`config.mk`:
```
export PLATFORM = sky130hd
export DESIGN_NAME = genome_polynomial_fitness
export DESIGN_NICKNAME = d
export VERILOG_FILES = /design/src/rtl/gpf_pkg.sv /design/src/rtl/gpf_ram.sv /design/src/rtl/gpf_ucode.sv /design/src/rtl/gpf_datapath.sv /design/src/rtl/genome_polynomial_fitness.sv
export SDC_FILE = /design/constraint.sdc
export NUM_CORES = 2
export LEC_CHECK = 0
export BUFFER_PORTS_ARGS = -buffer_cell sky130_fd_sc_hd__buf_2
export CORE_MARGIN = 2
export CORE_UTILIZATION = 55
export CTS_CLUSTER_DIAMETER = 200
export DETAILED_ROUTE_END_ITERATION = 16
export PLACE_DENSITY = 0.79
export SETUP_SLACK_MARGIN = 0.15
export SLEW_MARGIN = 30
export SYNTH_ARGS = -nofsm -noshare
export SYNTH_HDL_FRONTEND = slang
export SYNTH_SLANG_ARGS = --single-unit
```
`constraint.sdc`:
```
create_clock -name clk -period 8.9 [get_ports clk]
set_clock_uncertainty 0.05 [all_clocks]
set_input_delay 1.78 -clock clk [delete_from_list [all_inputs] [get_ports clk]]
set_output_delay 1.78 -clock clk [all_outputs]
set_load 0.05 [all_outputs]
```
`src/rtl/gpf_pkg.sv`:
```
// Shared types, constants and the microcode program of the polynomial fitness block.
package gpf_pkg;

  localparam int DEFAULT_MAX_TERMS = 16;
  localparam int TERM_CODE_W       = 20;
  localparam int TERM_INDEX_W      = 4;
  localparam int TERM_COUNT_W      = 5;
  localparam int X_W               = 16;
  localparam int DATA_W            = 32;
  localparam int SCORE_W           = 14;
  localparam int TOTAL_W           = 40;

  localparam logic [TERM_COUNT_W-1:0] TERM_COUNT_RESET = 5'd4;
  localparam logic [SCORE_W-1:0]      SCORE_MAX        = 14'd10000;

  // Request codes carried on req_type.
  localparam logic REQ_LOAD = 1'b0;
  localparam logic REQ_EVAL = 1'b1;

  typedef enum logic [2:0] {
    OP_NOP,
    OP_CLEAR,
    OP_LOADTERM,
    OP_POWSTEP,
    OP_TERMMUL,
    OP_ACCUM,
    OP_DIST,
    OP_FINISH
  } dp_op_t;

  typedef enum logic [2:0] {
    C_NONE,
    C_ALWAYS,
    C_IDLE_WAIT,
    C_N_ZERO,
    C_POW_MORE,
    C_MORE_TERMS
  } cond_t;

  typedef enum logic [3:0] {
    ST_IDLE  = 4'd0,
    ST_INIT  = 4'd1,
    ST_FETCH = 4'd2,
    ST_LOAD  = 4'd3,
    ST_POW   = 4'd4,
    ST_TERM  = 4'd5,
    ST_ACC   = 4'd6,
    ST_SCORE = 4'd7,
    ST_DONE  = 4'd8
  } step_t;

  typedef struct packed {
    dp_op_t op;
    cond_t  cond;
    step_t  target;
  } ucode_t;

  // Control handed from the sequencer to the datapath.
  typedef struct packed {
    dp_op_t op;
    logic   busy;
  } ctrl_t;

  // Flags the datapath returns for conditional jumps.
  typedef struct packed {
    logic n_zero;
    logic pow_more;
    logic more_terms;
  } status_t;

  // The program: a jump is taken when its condition holds, otherwise the
  // counter moves to the following step.
  function automatic ucode_t ucode_rom(input step_t s);
    ucode_t w;
    case (s)
      ST_IDLE:  w = '{op: OP_NOP,      cond: C_IDLE_WAIT,  target: ST_IDLE};
      ST_INIT:  w = '{op: OP_CLEAR,    cond: C_N_ZERO,     target: ST_SCORE};
      ST_FETCH: w = '{op: OP_NOP,      cond: C_NONE,       target: ST_IDLE};
      ST_LOAD:  w = '{op: OP_LOADTERM, cond: C_NONE,       target: ST_IDLE};
      ST_POW:   w = '{op: OP_POWSTEP,  cond: C_POW_MORE,   target: ST_POW};
      ST_TERM:  w = '{op: OP_TERMMUL,  cond: C_NONE,       target: ST_IDLE};
      ST_ACC:   w = '{op: OP_ACCUM,    cond: C_MORE_TERMS, target: ST_FETCH};
      ST_SCORE: w = '{op: OP_DIST,     cond: C_NONE,       target: ST_IDLE};
      ST_DONE:  w = '{op: OP_FINISH,   cond: C_ALWAYS,     target: ST_IDLE};
      default:  w = '{op: OP_NOP,      cond: C_ALWAYS,     target: ST_IDLE};
    endcase
    return w;
  endfunction

endpackage

```
`src/rtl/gpf_ram.sv`:
```
// Generic single-write, single-read RAM with registered read data.
module gpf_ram #(
  parameter int WIDTH = 8,
  parameter int DEPTH = 16
) (
  input  logic                                      clk,
  input  logic                                      we,
  input  logic [$clog2(DEPTH > 1 ? DEPTH : 2)-1:0] waddr,
  input  logic [WIDTH-1:0]                          wdata,
  input  logic [$clog2(DEPTH > 1 ? DEPTH : 2)-1:0] raddr,
  output logic [WIDTH-1:0]                          rdata
);

  logic [WIDTH-1:0] mem [DEPTH];

  always_ff @(posedge clk) begin
    if (we) begin
      mem[waddr] <= wdata;
    end
    rdata <= mem[raddr];
  end

endmodule

```
`src/rtl/gpf_ucode.sv`:
```
// Microcode sequencer: step counter, program table and jump logic.
module gpf_ucode (
  input  logic             clk,
  input  logic             rst,
  input  logic             go,
  input  gpf_pkg::status_t status,
  output gpf_pkg::ctrl_t   ctrl
);
  import gpf_pkg::*;

  step_t  step;
  step_t  step_next;
  ucode_t word;
  logic   take;

  assign word = ucode_rom(step);

  always_comb begin
    case (word.cond)
      C_NONE:       take = 1'b0;
      C_ALWAYS:     take = 1'b1;
      C_IDLE_WAIT:  take = !go;
      C_N_ZERO:     take = status.n_zero;
      C_POW_MORE:   take = status.pow_more;
      C_MORE_TERMS: take = status.more_terms;
      default:      take = 1'b1;
    endcase
    step_next = take ? word.target : step_t'(step + 4'd1);
  end

  always_ff @(posedge clk) begin
    if (rst) begin
      step <= ST_IDLE;
    end else begin
      step <= step_next;
    end
  end

  assign ctrl.op   = word.op;
  assign ctrl.busy = (step != ST_IDLE);

endmodule

```
`src/rtl/gpf_datapath.sv`:
```
// Datapath: term decode, shared multiplier, accumulator and scoring.
module gpf_datapath #(
  parameter int MAX_TERMS = gpf_pkg::DEFAULT_MAX_TERMS
) (
  input  logic                                          clk,
  input  logic                                          rst,
  input  gpf_pkg::ctrl_t                                ctrl,
  input  logic                                          go,
  input  logic signed [gpf_pkg::X_W-1:0]                x_in,
  input  logic signed [gpf_pkg::DATA_W-1:0]             y_in,
  input  logic                                          first_in,
  input  logic [gpf_pkg::TERM_COUNT_W-1:0]              term_count,
  input  logic [gpf_pkg::TERM_CODE_W-1:0]               rd_data,
  output logic [$clog2(MAX_TERMS > 1 ? MAX_TERMS : 2)-1:0] rd_addr,
  output gpf_pkg::status_t                              status,
  output logic                                          done,
  output logic signed [gpf_pkg::DATA_W-1:0]             poly_value,
  output logic [gpf_pkg::SCORE_W-1:0]                   sample_score,
  output logic [gpf_pkg::TOTAL_W-1:0]                   score_total
);
  import gpf_pkg::*;

  localparam int AW = $clog2(MAX_TERMS > 1 ? MAX_TERMS : 2);
  localparam int NW = $clog2(MAX_TERMS + 1);

  logic signed [X_W-1:0]    x_reg;
  logic signed [DATA_W-1:0] y_reg;
  logic                     first_reg;
  logic [AW-1:0]            k;
  logic [AW-1:0]            j;
  logic [DATA_W-1:0]        inner;
  logic [DATA_W-1:0]        pw;
  logic [11:0]              coef;
  logic [1:0]               sgn;
  logic [DATA_W-1:0]        prod;
  logic [DATA_W-1:0]        acc;
  logic [DATA_W:0]          distance;

  logic [NW-1:0]            n;
  logic [DATA_W-1:0]        x_ext;
  logic [DATA_W-1:0]        offs_ext;
  logic [DATA_W-1:0]        mul_b;
  logic [DATA_W-1:0]        mul_lo;
  logic [DATA_W:0]          diff;
  logic [SCORE_W-1:0]       score_c;
  logic [TOTAL_W:0]         sum;
  logic [TOTAL_W-1:0]       total_next;

  always_comb begin
    if (32'(term_count) > MAX_TERMS) begin
      n = NW'(MAX_TERMS);
    end else begin
      n = NW'(term_count);
    end
  end

  assign status.n_zero     = (n == '0);
  assign status.pow_more   = (j != k);
  assign status.more_terms = ((NW'(k) + NW'(1)) < n);
  assign rd_addr           = k;

  assign x_ext    = {{(DATA_W-X_W){x_reg[X_W-1]}}, x_reg};
  assign offs_ext = {26'd0, rd_data[17:12]};

  // One multiplier serves both the power steps and the coefficient product.
  assign mul_b  = (ctrl.op == OP_TERMMUL) ? {20'd0, coef} : inner;
  assign mul_lo = pw * mul_b;

  // The distance is taken one bit wider so that it never wraps.
  assign diff = {y_reg[DATA_W-1], y_reg} - {acc[DATA_W-1], acc};

  assign score_c = (distance > 33'(SCORE_MAX)) ? '0 : SCORE_MAX - distance[SCORE_W-1:0];
  assign sum     = {1'b0, score_total} + (TOTAL_W+1)'(score_c);

  always_comb begin
    if (first_reg) begin
      total_next = TOTAL_W'(score_c);
    end else if (sum[TOTAL_W]) begin
      total_next = '1;
    end else begin
      total_next = sum[TOTAL_W-1:0];
    end
  end

  always_ff @(posedge clk) begin
    if (go) begin
      x_reg     <= x_in;
      y_reg     <= y_in;
      first_reg <= first_in;
    end
    case (ctrl.op)
      OP_CLEAR: begin
        acc <= '0;
        k   <= '0;
      end
      OP_LOADTERM: begin
        sgn   <= rd_data[19:18];
        coef  <= rd_data[11:0];
        inner <= rd_data[18] ? x_ext - offs_ext : x_ext + offs_ext;
        pw    <= 32'd1;
        j     <= '0;
      end
      OP_POWSTEP: begin
        if (j != k) begin
          pw <= mul_lo;
          j  <= j + AW'(1);
        end
      end
      OP_TERMMUL: begin
        prod <= mul_lo;
      end
      OP_ACCUM: begin
        acc <= sgn[1] ? acc - prod : acc + prod;
        k   <= k + AW'(1);
      end
      OP_DIST: begin
        distance <= diff[DATA_W] ? -diff : diff;
      end
      OP_FINISH: begin
        poly_value   <= acc;
        sample_score <= score_c;
      end
      default: begin
      end
    endcase
  end

  always_ff @(posedge clk) begin
    if (rst) begin
      done        <= 1'b0;
      score_total <= '0;
    end else begin
      done <= (ctrl.op == OP_FINISH);
      if (ctrl.op == OP_FINISH) begin
        score_total <= total_next;
      end
    end
  end

endmodule

```
`src/rtl/genome_polynomial_fitness.sv`:
```
// Top level of the genome polynomial fitness scorer.
//
//  Channel   Direction  Handshake             Payload
//  request   in         start while !busy     req_type, term_index, term_code,
//                                             x_value, y_target, first_sample
//  result    out        done, one cycle       poly_value, sample_score, score_total
//  config    in         cfg_write             cfg_data (term_count)
//
// A load transaction writes the term store in the cycle it is accepted and
// leaves busy low, so a new request may follow in the next cycle.
// An evaluate transaction keeps busy high while it runs, its length set by n,
// the effective term count; the result strobe rises at the same edge at which
// busy falls. The length is set by the power loop on the single shared
// multiplier: term k takes k multiply steps plus one for its coefficient.
// Reset clears the sequencer, the result strobe and the running score total,
// and restores term_count to four; the term store holds no reset value.
// The receiver cannot stall: each result is shown for exactly one cycle.
module genome_polynomial_fitness #(
  parameter int MAX_TERMS = gpf_pkg::DEFAULT_MAX_TERMS
) (
  input  logic                                   clk,
  input  logic                                   rst,
  input  logic                                   start,
  output logic                                   busy,
  input  logic                                   req_type,
  input  logic [gpf_pkg::TERM_INDEX_W-1:0]       term_index,
  input  logic [gpf_pkg::TERM_CODE_W-1:0]        term_code,
  input  logic signed [gpf_pkg::X_W-1:0]         x_value,
  input  logic signed [gpf_pkg::DATA_W-1:0]      y_target,
  input  logic                                   first_sample,
  output logic                                   done,
  output logic signed [gpf_pkg::DATA_W-1:0]      poly_value,
  output logic [gpf_pkg::SCORE_W-1:0]            sample_score,
  output logic [gpf_pkg::TOTAL_W-1:0]            score_total,
  input  logic                                   cfg_write,
  input  logic [gpf_pkg::TERM_COUNT_W-1:0]       cfg_data
);
  import gpf_pkg::*;

  localparam int AW = $clog2(MAX_TERMS > 1 ? MAX_TERMS : 2);

  logic [TERM_COUNT_W-1:0] term_count;
  logic                    accept;
  logic                    go;
  logic                    load_we;
  logic [AW-1:0]           rd_addr;
  logic [TERM_CODE_W-1:0]  rd_data;
  ctrl_t                   ctrl;
  status_t                 status;

  // The single configuration register; the user must write it only while the block is idle, which it does not enforce.
  always_ff @(posedge clk) begin
    if (rst) begin
      term_count <= TERM_COUNT_RESET;
    end else if (cfg_write) begin
      term_count <= cfg_data;
    end
  end

  assign accept = start && !busy;
  assign go     = accept && (req_type == REQ_EVAL);

  // Loads beyond the store are dropped.
  assign load_we = accept && (req_type == REQ_LOAD) && (32'(term_index) < MAX_TERMS);

  gpf_ram #(
    .WIDTH (TERM_CODE_W),
    .DEPTH (MAX_TERMS)
  ) u_term_store (
    .clk   (clk),
    .we    (load_we),
    .waddr (AW'(term_index)),
    .wdata (term_code),
    .raddr (rd_addr),
    .rdata (rd_data)
  );

  gpf_ucode u_ucode (
    .clk    (clk),
    .rst    (rst),
    .go     (go),
    .status (status),
    .ctrl   (ctrl)
  );

  gpf_datapath #(
    .MAX_TERMS (MAX_TERMS)
  ) u_datapath (
    .clk          (clk),
    .rst          (rst),
    .ctrl         (ctrl),
    .go           (go),
    .x_in         (x_value),
    .y_in         (y_target),
    .first_in     (first_sample),
    .term_count   (term_count),
    .rd_data      (rd_data),
    .rd_addr      (rd_addr),
    .status       (status),
    .done         (done),
    .poly_value   (poly_value),
    .sample_score (sample_score),
    .score_total  (score_total)
  );

  assign busy = ctrl.busy;

`ifndef ASSERT_OFF
  // A result only ever closes an evaluation that was running in the previous cycle.
  a_done_after_busy: assert property (@(posedge clk) disable iff (rst)
    done |-> $past(busy))
    else $error("result strobe without a running evaluation");

  // The sequencer leaves idle only for an accepted evaluate transaction.
  a_busy_from_eval: assert property (@(posedge clk) disable iff (rst)
    $rose(busy) |-> $past(start && req_type == REQ_EVAL))
    else $error("sequencer started without an evaluate transaction");

  // A score never exceeds the ceiling.
  a_score_range: assert property (@(posedge clk) disable iff (rst)
    done |-> (sample_score <= SCORE_MAX))
    else $error("sample score above ceiling");

  // The running total moves only when a result is delivered.
  a_total_hold: assert property (@(posedge clk) disable iff (rst)
    !done |=> (done || $stable(score_total)))
    else $error("score total changed without a result");
`endif

endmodule

```
==> results.md <==
* completed — outcome
* 31.52% — met1 demand-to-capacity share in global routing
* 171 — number of ports placed on the die boundary
* 165.0 mm — first-pass GRT wire length
* 36.75% — normalized max-slew margin
* 0.3623 ns — worst hold slack across all endpoints
* 0.08081 mm^2 — core box area
* 0.6757 ns — smallest setup slack after layout
* fa_1 — slowest cell on the critical path
* 55.77% — initial core utilization
* register to register — critical path type
* 3 — Clock H-tree levels
* false — unrepaired setup endpoints after global routing
* built — TritonCTS clock tree
* 0.04507 mm^2 — synthesized area
* register — nature of the critical path startpoint
* 0.55 ns — largest stage delay on the critical path
* 75.61 mm — HPWL after detailed placement
* 8.53 ns — data arrival time at the worst-slack endpoint
* 0 — number of nets still failing antenna checks after routing
* 0 — grt ovf
* 3 — maximum number of buffers from clock root to sink
* 3751 — synthesized netlist cell count
* 661 — number of sinks driven by the clock tree
* register to register — worst hold path type
* 42.29% — Seq/Total Area, Yosys
* 0.63 ns — clock latency at the later pin of the worst-skew pair
* 0.06 ns — CTS clk-pin slew, worst paths
* 3.610% — fraction of met3 tracks used by global routing
* clkbuf_16 — CTS Root Buffer Type
* 20.73 um — final routed wire length divided by cell count
* 61.38% — utilization after layout
* 10.04% — layout-stage area growth over the synthesis result
* u_term_store.mem: 320 flops, u_datapath.score_total: 40 flops, u_datapath.distance: 33 flops — largest registers ranked by flip-flop count
* 0 — final hold violation count
* 0.9028 — RD Place Congestion
* 29.06k — vias
* 21 — CP max FO
* u_term_store.mem — register bank with the most flops
* 0 — hold buffer count at CTS
* 13.20% — proportion of layout cells with a drive suffix above 1
* 0 — Final setup violation count
* 170 — number of I/O port buffers
* edfxtp_1 — flip-flop cell with the highest count after synthesis
* fa_1 — most repeated library cell on the critical path
* 0 — number of DRC violations after detailed routing
* 0.9464 ns — Worst Tran Pin Value
* 290.3 um — Die W
* 0.4573 ns — Post-Place Worst Slack
* 290.3 um — Die Height
* 0 ns — TNS Setup
* 0.08425 mm^2 — floorplan die area
* 7 — DR pass1 iterations
* 0% — fraction of synthesis flops using an asynchronous set or reset pin
* 320 — flip-flop count of the largest register, all copies and words added
* met2 — most congested layer reported by global routing
* 86 — maximum number of pins on one net before global-route repair
* 92.41% — Final period util
* 43.31% — met2 track demand over resource
* 4454 — synthesized net count
* 66 — clock buffer count from CTS
* 0.1216 GHz — FMAX
* 2035 — First DRT Iteration DRCs
* 25.07% — aggregate global-route resource usage
* 582 — number of enable-type register cells in the synthesized netlist
* 8.224 ns — min Tclk post-route
* 104.3 mm — DRT Wirelength
* 661 — number of flip-flops and latches in the synthesized netlist
* 0 — final-report max-slew violation count
* 0 — total of max-cap violations
* 9.20 ns — required time worst endpoint
* 97 — number of distinct library cells after synthesis
* 4620 — Final #Nets
* 12.02 um^2 — synthesized area divided by synthesized cell count
* 104 — cell row count
* 29.99k — number of global-route vias before repair
* 6060 — count of fill cells added during filler insertion
* 3 — initial antenna violation count
* 5.775 — via/cell ratio
* 0 — synth warn
* register — CP endpoint kind
per-stage QoR:
stage / area (um^2) / std cells
2_1_floorplan: 45070 / 3751
3_3_place_gp: 47310 / 4907
3_5_place_dp: 47340 / 4907
4_1_cts: 49560 / 5028
5_1_grt: 49590 / 5031
6_report: 49600 / 5033
cell families (layout without fill, tap and decap cells):
kind of cell,count (synthesis),in the layout,synth area share (%)
AOI/OAI and AO/OA,475,475,7.065
xor gates and xnor gates,235,235,4.625
adders and majority gates,620,620,23.68
buffers and inverters,632,851,5.294
DFF,661,661,42.29
muxes,131,131,5.749
other,0,3,0
and+or+nand+nor,997,997,11.30
placed cells by master (no fill, tap or decap), drive strengths merged, types with 8 or more instances in the layout:
cell	count
o21bai	20
o21a	15
xnor2	170
dfxtp	79
nand2	301
and4b	24
inv	493
nor3	49
fa	388
o211ai	8
nor2b	26
and2	236
o21ai	87
mux2	14
o311ai	13
mux4	100
a211o	8
nand4	12
a31oi	22
mux2i	17
nand2b	20
or2	8
xor2	65
edfxtp	582
or3	16
nor4	14
and3	27
nand3	44
ha	232
a211oi	20
a21oi	142
nor2	193
a21o	63
clkbuf	80
clkinv	29
buf	239
o31ai	8
worst paths after layout:
check,from,endpoint,slack (ns),cells past startpoint
hold / removal,u_term_store.rdata[3],u_datapath.coef[3],0.36,0
setup / recovery,u_ucode.word[7],u_datapath.pw[30],0.68,26
setup reg to reg,u_ucode.word[7],u_datapath.pw[30],0.68,26
hold reg to reg,u_term_store.rdata[3],u_datapath.coef[3],0.36,0
cells in the mapped netlist, drive strengths merged, types with 87 or more instances:
cell type,number,share of area (%)
xnor2,170,3.4
edfxtp,582,39
nand2,301,2.5
ha,232,6.4
mux4,100,5.0
inv,490,4.1
o21ai,87,0.97
and2,236,3.3
a21oi,142,1.6
fa,388,17
clkbuf,121,1.0
nor2,193,1.6
routing by layer:
| metal | vias to the layer above | part of all wire [%] |
|---|---|---|
| li1 | 13200 | - |
| met5 | - | 0.012 |
| met4 | 2 | 4.6 |
| met1 | 14580 | 38 |
| met3 | 262 | 5.9 |
| met2 | 1019 | 51 |
cell type report:
type | instances | area (um^2) | area share, %
Multi-Input combinational cell | 2458 | 23740 | 47.87
Timing Repair Buffer | 239 | 1398 | 2.818
Sequential cell | 661 | 19060 | 38.43
Tap cell | 1060 | 1326 | 2.674
Antenna cell | 3 | 7.507 | 0.01514
Clock inverter | 41 | 464.2 | 0.9359
Clock buffer | 80 | 1755 | 3.539
Inverter | 491 | 1843 | 3.716
repair_timing:
item	in CTS	in global routing
resized for setup	0	1
buffers inserted	0	2
setup endpoints to repair	0	2
worst max-delay path, delay by kind of cell (launching register included):
family          cells  cell delay (ns)
simple gates        3             0.64
xor+xnor            1             0.18
compound gates      6             1.34
buf+inv             6             0.65
flops               1             0.34
fa+ha+maj           9             4.29
mux                 1             0.47
Power is left out: the tool's default activity adds up to more than one toggle a clock period on the data nets, which glitch-free logic cannot reach.
